File: src/hdl/arp_pkg.sv
// Shared constants for the arpeggiator note sequencer: command, event,
// style and register codes plus default sizes. No dependencies.
`timescale 1ns / 1ps

package arp_pkg;

	localparam int MAX_NOTES_DEF  = 16;
	localparam int PITCH_BITS_DEF = 16;

	// stream widths
	localparam int S_DATA_W = 32;
	localparam int M_DATA_W = 24;

	// input item command codes (s_tuser)
	localparam logic [2:0] CMD_NOTE_ON    = 3'd0;
	localparam logic [2:0] CMD_NOTE_OFF   = 3'd1;
	localparam logic [2:0] CMD_ALL_OFF    = 3'd2;
	localparam logic [2:0] CMD_STEP_BEGIN = 3'd3;
	localparam logic [2:0] CMD_STEP_END   = 3'd4;

	// emitted event codes (m_tuser)
	localparam logic [1:0] EV_NONE = 2'd0;
	localparam logic [1:0] EV_ON   = 2'd1;
	localparam logic [1:0] EV_OFF  = 2'd2;

	// step order
	localparam logic [1:0] STYLE_UP     = 2'd0;
	localparam logic [1:0] STYLE_DOWN   = 2'd1;
	localparam logic [1:0] STYLE_RANDOM = 2'd2;

	// configuration register indexes
	localparam logic [1:0] REG_STYLE  = 2'd0;
	localparam logic [1:0] REG_OUT_EN = 2'd1;

endpackage

File: src/hdl/arpeggiator_note_sequencer.sv
// Arpeggiator note sequencer: sorted held-note set in a synchronous RAM,
// step position logic and a shared serial modulo unit. Depends on arp_pkg.
//
// channel   dir  handshake              payload
// s_*       in   s_tvalid / s_tready    tuser: cmd; tdata: pitch, random_value
// m_*       out  m_tvalid / m_tready    tuser: event_res; tdata: result fields
// cfg_*     in   cfg_valid / cfg_ready  cfg_index, cfg_data (always ready)
//
// note_on / note_off: one linear pass over the RAM.
// step_begin: restoring modulo, one step per dividend bit, then a RAM read.
// all_off, step_end and unused commands: no scan and no modulo.
// One item at a time; a finished result sits in the output register, so the next
// item is accepted while it waits. Reset clears control state only; RAM entries are
// never read before being written.
`timescale 1ns / 1ps

module arpeggiator_note_sequencer
	import arp_pkg::*;
#(
	parameter int MAX_NOTES  = MAX_NOTES_DEF,
	parameter int PITCH_BITS = PITCH_BITS_DEF
) (
	input  logic                clk,
	input  logic                arst_n,
	input  logic                s_tvalid,
	output logic                s_tready,
	input  logic [S_DATA_W-1:0] s_tdata,   // [15:0] pitch, [31:16] random_value
	input  logic [2:0]          s_tuser,   // [2:0] cmd
	output logic                m_tvalid,
	input  logic                m_tready,
	output logic [M_DATA_W-1:0] m_tdata,   // [15:0] event_pitch, [16] playing,
	                                       // [21:17] note_count, [22] pitch_was_held,
	                                       // [23] overflow
	output logic [1:0]          m_tuser,   // [1:0] event_res
	input  logic                cfg_valid,
	output logic                cfg_ready,
	input  logic [1:0]          cfg_index,
	input  logic [1:0]          cfg_data
);

	localparam int IW  = $clog2(MAX_NOTES);
	localparam int CW  = $clog2(MAX_NOTES + 1);
	localparam int DVW = (CW + 1 > 16) ? CW + 1 : 16;
	localparam int BCW = $clog2(DVW + 1);

	typedef enum logic [2:0] {
		ST_IDLE, ST_SCAN, ST_MOD, ST_RD, ST_DATA, ST_FINISH
	} state_t;

	typedef enum logic [1:0] {
		PH_SEEK, PH_SHIFT, PH_DONE
	} phase_t;

	function automatic logic [15:0] to16(input logic signed [PITCH_BITS-1:0] p);
		logic signed [31:0] w;
		w = 32'(p);
		return w[15:0];
	endfunction

	state_t                        state_q;
	phase_t                        ph_q, ph_n;
	logic [2:0]                    cmd_q;
	logic signed [PITCH_BITS-1:0]  pitch_q, carry_q, carry_n, snd_q;
	logic [CW-1:0]                 cnt_q, cnt_n, rd_idx_q;
	logic [IW-1:0]                 pos_q, idx_s1, rem_q, rem_n;
	logic                          pos_vld_q, snding_q, v_s1;
	logic [1:0]                    style_q;
	logic                          oen_q;
	logic [DVW-1:0]                dvd_q, dvd_init;
	logic [BCW-1:0]                bc_q;
	logic [1:0]                    res_ev_q;
	logic [15:0]                   res_pitch_q;
	logic                          res_held_q, res_ovf_q, held_n, ovf_n, stop_n;
	logic                          m_valid_q;
	logic [M_DATA_W-1:0]           m_data_q;
	logic [1:0]                    m_user_q;

	// held pitch RAM
	logic [PITCH_BITS-1:0]         mem [MAX_NOTES];
	logic [PITCH_BITS-1:0]         rdata_q;
	logic                          rd_en, we;
	logic [IW-1:0]                 rd_addr, wa;
	logic [PITCH_BITS-1:0]         wd;

	logic signed [31:0]            in_ext;
	logic signed [PITCH_BITS-1:0]  in_pitch, entry;
	logic                          full, scan_issue, proc, scan_end, off_now;
	logic [IW:0]                   trial, ncmp;

	assign s_tready  = (state_q == ST_IDLE);
	assign cfg_ready = 1'b1;
	assign m_tvalid  = m_valid_q;
	assign m_tdata   = m_data_q;
	assign m_tuser   = m_user_q;

	assign in_ext   = 32'(signed'(s_tdata[15:0]));
	assign in_pitch = in_ext[PITCH_BITS-1:0];
	assign entry    = signed'(rdata_q);
	assign full     = (cnt_q == CW'(MAX_NOTES));

	// step_end that ends a sounding note with output enabled
	assign off_now  = (s_tuser == CMD_STEP_END) && snding_q && oen_q;

	// scan pipeline: read ahead one entry, write behind
	assign scan_issue = (state_q == ST_SCAN) && (rd_idx_q != cnt_q) && (ph_q != PH_DONE);
	assign proc       = (state_q == ST_SCAN) && v_s1 && (ph_q != PH_DONE);
	assign scan_end   = (state_q == ST_SCAN) && !v_s1 &&
	                    ((rd_idx_q == cnt_q) || (ph_q == PH_DONE));

	assign rd_en   = scan_issue || (state_q == ST_RD);
	assign rd_addr = (state_q == ST_RD) ? rem_q : rd_idx_q[IW-1:0];

	always_comb begin
		we      = 1'b0;
		wa      = idx_s1;
		wd      = carry_q;
		ph_n    = ph_q;
		carry_n = carry_q;
		held_n  = res_held_q;
		ovf_n   = res_ovf_q;
		cnt_n   = cnt_q;
		stop_n  = 1'b0;
		if (proc) begin
			if (cmd_q == CMD_NOTE_ON) begin
				if (ph_q == PH_SEEK) begin
					if (entry == pitch_q) begin
						held_n = 1'b1;
						ph_n   = PH_DONE;
					end else if (entry > pitch_q) begin
						if (full) begin
							ovf_n = 1'b1;
							ph_n  = PH_DONE;
						end else begin
							we      = 1'b1;
							wd      = pitch_q;
							carry_n = entry;
							ph_n    = PH_SHIFT;
						end
					end
				end else begin
					we      = 1'b1;
					wd      = carry_q;
					carry_n = entry;
				end
			end else begin
				if (ph_q == PH_SEEK) begin
					if (entry == pitch_q) begin
						held_n = 1'b1;
						ph_n   = PH_SHIFT;
					end else if (entry > pitch_q) begin
						ph_n = PH_DONE;
					end
				end else begin
					// move each later entry down over the removed one
					we = 1'b1;
					wa = idx_s1 - IW'(1);
					wd = entry;
				end
			end
		end
		if (scan_end) begin
			if (cmd_q == CMD_NOTE_ON) begin
				if (ph_q == PH_SEEK && full) begin
					ovf_n = 1'b1;
				end else if (ph_q != PH_DONE) begin
					// append new pitch or the last shifted-out entry
					we    = 1'b1;
					wa    = cnt_q[IW-1:0];
					wd    = (ph_q == PH_SEEK) ? pitch_q : carry_q;
					cnt_n = cnt_q + CW'(1);
				end
			end else if (ph_q == PH_SHIFT) begin
				cnt_n  = cnt_q - CW'(1);
				stop_n = (cnt_n == '0);
			end
		end
	end

	// modulo dividend for the next step position
	always_comb begin
		unique case (style_q)
			STYLE_DOWN:   dvd_init = pos_vld_q ? DVW'(pos_q) + DVW'(cnt_q) - DVW'(1)
			                                   : DVW'(cnt_q) - DVW'(1);
			STYLE_RANDOM: dvd_init = DVW'(s_tdata[31:16]);
			default:      dvd_init = pos_vld_q ? DVW'(pos_q) + DVW'(1) : '0;
		endcase
	end

	// one restoring step per cycle
	assign trial = {rem_q, dvd_q[DVW-1]};
	assign ncmp  = (IW+1)'(cnt_q);
	assign rem_n = (trial >= ncmp) ? IW'(trial - ncmp) : IW'(trial);

	always_ff @(posedge clk) begin
		if (we)
			mem[wa] <= wd;
		if (rd_en)
			rdata_q <= mem[rd_addr];
	end

	always_ff @(posedge clk or negedge arst_n) begin
		if (!arst_n) begin
			state_q   <= ST_IDLE;
			ph_q      <= PH_SEEK;
			cnt_q     <= '0;
			pos_q     <= '0;
			pos_vld_q <= 1'b0;
			snd_q     <= '0;
			snding_q  <= 1'b0;
			style_q   <= STYLE_UP;
			oen_q     <= 1'b1;
			v_s1      <= 1'b0;
			rd_idx_q  <= '0;
			m_valid_q <= 1'b0;
		end else begin
			if (cfg_valid) begin
				unique case (cfg_index)
					REG_STYLE:  style_q <= cfg_data;
					REG_OUT_EN: oen_q   <= cfg_data[0];
					default:    ;
				endcase
			end

			if (state_q == ST_FINISH && (!m_valid_q || m_tready))
				m_valid_q <= 1'b1;
			else if (m_valid_q && m_tready)
				m_valid_q <= 1'b0;

			v_s1 <= scan_issue;
			if (scan_issue) begin
				idx_s1   <= rd_idx_q[IW-1:0];
				rd_idx_q <= rd_idx_q + CW'(1);
			end

			unique case (state_q)
				ST_IDLE: begin
					if (s_tvalid) begin
						cmd_q       <= s_tuser;
						pitch_q     <= in_pitch;
						res_ev_q    <= off_now ? EV_OFF : EV_NONE;
						res_pitch_q <= off_now ? to16(snd_q) : 16'd0;
						res_held_q  <= 1'b0;
						res_ovf_q   <= 1'b0;
						ph_q        <= PH_SEEK;
						rd_idx_q    <= '0;
						unique case (s_tuser)
							CMD_NOTE_ON, CMD_NOTE_OFF: begin
								state_q <= ST_SCAN;
							end
							CMD_ALL_OFF: begin
								if (cnt_q != '0) begin
									cnt_q     <= '0;
									pos_q     <= '0;
									pos_vld_q <= 1'b0;
								end
								state_q <= ST_FINISH;
							end
							CMD_STEP_BEGIN: begin
								if (cnt_q != '0) begin
									dvd_q   <= dvd_init;
									rem_q   <= '0;
									bc_q    <= BCW'(DVW - 1);
									state_q <= ST_MOD;
								end else begin
									state_q <= ST_FINISH;
								end
							end
							CMD_STEP_END: begin
								if (snding_q)
									snding_q <= 1'b0;
								state_q <= ST_FINISH;
							end
							default: state_q <= ST_FINISH;
						endcase
					end
				end
				ST_SCAN: begin
					ph_q       <= ph_n;
					carry_q    <= carry_n;
					res_held_q <= held_n;
					res_ovf_q  <= ovf_n;
					cnt_q      <= cnt_n;
					if (stop_n) begin
						pos_q     <= '0;
						pos_vld_q <= 1'b0;
					end
					if (scan_end)
						state_q <= ST_FINISH;
				end
				ST_MOD: begin
					dvd_q <= dvd_q << 1;
					rem_q <= rem_n;
					bc_q  <= bc_q - BCW'(1);
					if (bc_q == '0)
						state_q <= ST_RD;
				end
				ST_RD: begin
					state_q <= ST_DATA;
				end
				ST_DATA: begin
					pos_q     <= rem_q;
					pos_vld_q <= 1'b1;
					snd_q     <= entry;
					snding_q  <= 1'b1;
					if (oen_q) begin
						res_ev_q    <= EV_ON;
						res_pitch_q <= to16(entry);
					end
					state_q <= ST_FINISH;
				end
				ST_FINISH: begin
					if (!m_valid_q || m_tready) begin
						m_data_q  <= {res_ovf_q, res_held_q, 5'(cnt_q), (cnt_q != '0),
						              res_pitch_q};
						m_user_q  <= res_ev_q;
						state_q   <= ST_IDLE;
					end
				end
				default: state_q <= ST_IDLE;
			endcase
		end
	end

endmodule

File: config.mk
export PLATFORM = sky130hd
export DESIGN_NAME = arpeggiator_note_sequencer
export DESIGN_NICKNAME = d
export VERILOG_FILES = /design/src/hdl/arp_pkg.sv /design/src/hdl/arpeggiator_note_sequencer.sv
export SDC_FILE = /design/constraint.sdc
export NUM_CORES = 1
export LEC_CHECK = 0
export BUFFER_PORTS_ARGS = -buffer_cell sky130_fd_sc_hd__buf_2
export CORE_MARGIN = 4
export CORE_UTILIZATION = 42
export CTS_BUF_LIST = sky130_fd_sc_hd__clkbuf_2
export CTS_CLUSTER_SIZE = 16
export DETAILED_ROUTE_END_ITERATION = 8
export GPL_TIMING_DRIVEN = 0
export SYNTH_ARGS = -nofsm -noshare
export SYNTH_HDL_FRONTEND = slang
export SYNTH_SLANG_ARGS = --single-unit
export TNS_END_PERCENT = 20
File: constraint.sdc
create_clock -name clk -period 4.4 [get_ports clk]
set_input_delay 0.22 -clock clk [delete_from_list [all_inputs] [get_ports clk]]
set_output_delay 0.22 -clock clk [all_outputs]
set_load 0.05 [all_outputs]
==> flow_summary.rst <==
.. list-table::
   :header-rows: 1

   * - Metric
     - Value
   * - R2r startpoint
     - pitch_q[15]$_DFFE_PP_
   * - Post-place setup slack
     - 115 ps
   * - Fraction of final layout cells with drive strength greater than 1
     - 0.255
   * - Status
     - finished, final reports clean
   * - Number of instances in the synthesized netlist
     - 1220
   * - Largest net degree at the start of global routing
     - 42
   * - Cell-by-cell trace of the critical path
     - inv_1, ha_1, nand4_1, nor4_1, buf_2, nand3b_1, mux2_2, o221ai_1, o21ai_1
   * - Sequential area share after synthesis
     - 0.682
   * - Synthesis-stage register bit count
     - 424
   * - Clock root buffer
     - sky130_fd_sc_hd__clkbuf_2
   * - IO Count
     - 73
   * - Worst min-delay path class
     - input port to flip-flop
   * - Final #Nets
     - 1585
   * - Number of vias in the routed layout
     - 11400
   * - Initial antenna violation count
     - 2
   * - Top cells by area, synth
     - sky130_fd_sc_hd__edfxtp_1 (62%), sky130_fd_sc_hd__mux4_2 (7.8%), sky130_fd_sc_hd__dfrtp_1 (5.6%)
   * - Num Clock Sinks
     - 424
   * - Number of DRC markers in iteration 0
     - 902
   * - Number of synthesized flops with an enable pin
     - 382
   * - Average via count per standard cell
     - 5.28
   * - Clk Latency, worst-skew pair
     - 1080 ps
   * - First-pass GRT wire length
     - 68.8 mm
   * - Crit path launch type
     - flip-flop
   * - Min Tclk post-route
     - 4090 ps
   * - Endpoint of the worst-slack reg-to-reg timing path
     - mem[11][13]$_DFFE_PP_
   * - Vias in the first global route
     - 12000
   * - Core outline area
     - 0.0432 mm^2
   * - Clock transition at the registers of the reported paths
     - 100 ps
   * - Hold violation total from the final report
     - 0
   * - Library cell contributing the largest single delay on the critical path
     - sky130_fd_sc_hd__o21ai_1
   * - Data required time at the worst endpoint
     - 5090 ps
   * - Width of the chip
     - 217 um
   * - Full die area
     - 0.0471 mm^2
   * - Total nets after synthesis
     - 1306
   * - Post-detailed-route DRC marker count
     - 0
   * - Final number of max-transition violations
     - 0
   * - Worst IR Drop VDD
     - 0.202 mV
   * - Depth of the most critical reg-to-reg path
     - 9
   * - Worst hold start
     - s_tuser[0]
   * - Post-Syn Area per Cell
     - 15.1 um^2
   * - Biggest area consumer among synthesized cells
     - sky130_fd_sc_hd__edfxtp_1
   * - Setup repair after global routing missed its margin
     - false
   * - Synth Flop Type
     - sky130_fd_sc_hd__edfxtp_1
   * - Share of flip-flops with an asynchronous set or reset
     - 0.0991
   * - Ratio of total power to cell area
     - 571 mW/mm^2
   * - Fin Clk Skew
     - 85.0 ps
   * - Global-route usage over all layers
     - 0.190
   * - Max-cap violations
     - 0
   * - Count of buffering cells on the critical path with inverters included
     - 2
   * - Residual antenna-violating net count after detailed routing
     - 0
   * - H-tree levels
     - 3
   * - Setup Buffers After CTS
     - 0
   * - Proportion of netlist area held by the largest area contributor
     - 0.625
   * - Cell area after synthesis
     - 0.0184 mm^2
   * - Deepest clock path buffer count
     - 3
   * - Final RePlAce weighted congestion
     - 0.835
   * - Worst Hold Depth
     - 6
   * - Wire length per cell after detailed routing
     - 20.3 um
   * - Hpwl dp
     - 29.7 mm
   * - Die height
     - 217 um
   * - Worst Max-Slew Pin Slew
     - 1250 ps
   * - Port-buffer cells
     - 71
   * - Setup tns final
     - 0 ps
   * - Delay contributed by the slowest stage of the critical path
     - 1000 ps
   * - Reg2reg setup slack
     - 310 ps
   * - Count of distinct cell types in the synthesized netlist
     - 79
   * - Origin of the worst setup path
     - pitch_q[15]$_DFFE_PP_
   * - Nature of the critical path endpoint
     - flip-flop
   * - Data arrival, critical path
     - 4780 ps
   * - Yosys warning count
     - 0
   * - Num CTS Buffers
     - 106
   * - Relative slew margins
     - 0.158
   * - Crit-path max FO
     - 16
   * - Part of the cycle the worst path needs
     - 0.930
   * - Leakage power total
     - 0.00793 uW
   * - Hold worst-path end
     - snding_q$_DFFE_PN0P_
   * - CTS tree
     - yes
   * - Layout Area Growth over Synthesis
     - 17.7%
   * - Number of failing setup endpoints in the final timing report
     - 0
   * - Detailed Routing Iterations Pass 1
     - 5
   * - Overall Power
     - 12300 uW
   * - Critical path type
     - flip-flop to flip-flop
   * - Starting density of the core
     - 0.425
   * - Top delay family on crit path
     - compound AO/OA/AOI/OAI gates
   * - FMAX
     - 0.244 GHz
   * - Wire length after detailed routing
     - 43.9 mm
   * - Number of rows created at floorplan
     - 76
   * - Min setup slack post-route
     - 308 ps
   * - Overflow left after global routing
     - 0
==> worst min-delay path, cell delays in order <==
cell and delay [ps]:
sky130_fd_sc_hd__dlygate4sd3_1 520, sky130_fd_sc_hd__buf_2 140, sky130_fd_sc_hd__nor2_1 40, sky130_fd_sc_hd__nand2_1 80, sky130_fd_sc_hd__o21ai_0 100, sky130_fd_sc_hd__nand2_1 60
==> synthesized netlist by cell type (all sizes together), types with 5 or more instances <==
master and count:
a211oi 24, a21o 9, a21oi 52, a22o 6, a22oi 6, a31oi 27, and2 27, buf 30
clkbuf 27, dfrtp 41, edfxtp 382, ha 40, inv 44, mux2 5, mux2i 11, mux4 64
nand2 169, nand2b 12, nand3 6, nand3b 8, nand4 8, nor2 58, nor3 22, nor4 6
o21ai 39, o221a 8, o221ai 10, or2 9, xnor2 13, xor2 12
==> metrics by stage <==
| step | hold WS (ps) | instances | utilization | cell area [um^2] |
|---|---|---|---|---|
| 6_report | 175 | 2159 | 0.501 | 21600 |
| 5_1_grt | 94.2 | 2159 | 0.501 | 21600 |
| 4_1_cts | 1.27 | 2156 | 0.500 | 21600 |
| 3_5_place_dp | 399 | 1892 | 0.459 | 19800 |
| 3_3_place_gp | 399 | 1876 | 0.451 | 19500 |
| 2_1_floorplan | -75.6 | 1220 | - | 18400 |
==> flip-flops by register name, indices dropped and copies added, names as in the netlist, 3 cells and up <==
register,cells
snd_q,16
idx_s1,4
m_tdata,24
res_pitch_q,16
dvd_q,16
pitch_q,16
state_q,3
mem,256
rd_idx_q,5
cnt_q,5
carry_q,16
bc_q,5
rem_q,4
cmd_q,3
pos_q,4
entry,16
==> what timing repair did <==
item | CTS | global route
gates resized for setup | 0 | 4
endpoints found under the hold margin | 121 | 0
hold buffers | 83 | 0
setup endpoints to repair | 0 | 25
==> how the worst max path moves through the flow <==
stage | endpoint | slack (ps) | cells past startpoint
floorplan | mem[8][0]$_DFFE_PP_ | 720 | 10
global placement | mem[8][6]$_DFFE_PP_ | -950 | 10
global route | mem[3][13]$_DFFE_PP_ | 10 | 9
detailed placement | mem[15][10]$_DFFE_PP_ | 110 | 9
finish | mem[11][13]$_DFFE_PP_ | 310 | 9
CTS | mem[14][10]$_DFFE_PP_ | 40 | 9
==> final cells by class <==
type / count / area, um^2
diodes: 2 / 5.00
plain buffers: 57 / 279
clock buffers: 156 / 781
clock inverters: 25 / 134
fillers: 3736 / 21500
inverters: 44 / 165
multi-input cells: 695 / 5540
flip-flops and latches: 424 / 12500
well taps: 585 / 732
repair buffers: 171 / 1460
==> report_power, final <==
part           internal [uW]  leakage [uW]  total [uW]  switching (uW)
clock                    960      0.000710        2540            1580
combinational           1650       0.00324        4300            2650
sequential              5170       0.00398        5500             330
total                   7780       0.00793       12300            4560
==> cells in the final DEF, fill, tap and decap left out, drive strengths merged, types with 10 or more instances in the layout <==
cell type,synthesis,final
clkbuf,27,183
nor3,22,22
mux2i,11,11
xor2,12,12
nor2,58,58
a31oi,27,27
a211oi,24,24
buf,30,119
dfrtp,41,41
o221ai,10,10
a21oi,52,52
nand2,169,169
and2,27,27
clkinv,0,21
mux4,64,64
o21ai,39,39
edfxtp,382,382
inv,44,47
nand2b,12,12
ha,40,40
xnor2,13,13
dlygate4sd3,0,82
==> per-layer routing <==
layer	global-route usage	wire length, um	up-vias	part of all wire
li1	-	-	5287	-
met1	0.250	18500	5634	0.42
met2	0.311	21400	403	0.49
met3	0.0380	2670	83	0.061
met4	0.0759	1310	0	0.030
met5	0	0	-	0
==> cells by family after synthesis <==
group                      Yosys count  synth area share
AOI/OAI and AO/OA                  201            0.0730
muxes                               80            0.0884
other                                1          0.000204
adders and majority gates           42            0.0294
and+or+nand+nor                    346            0.0910
DFF                                424             0.682
buffers and inverters              101            0.0242
xor gates and xnor gates            25            0.0119
Power figures use the tool's default switching activity.
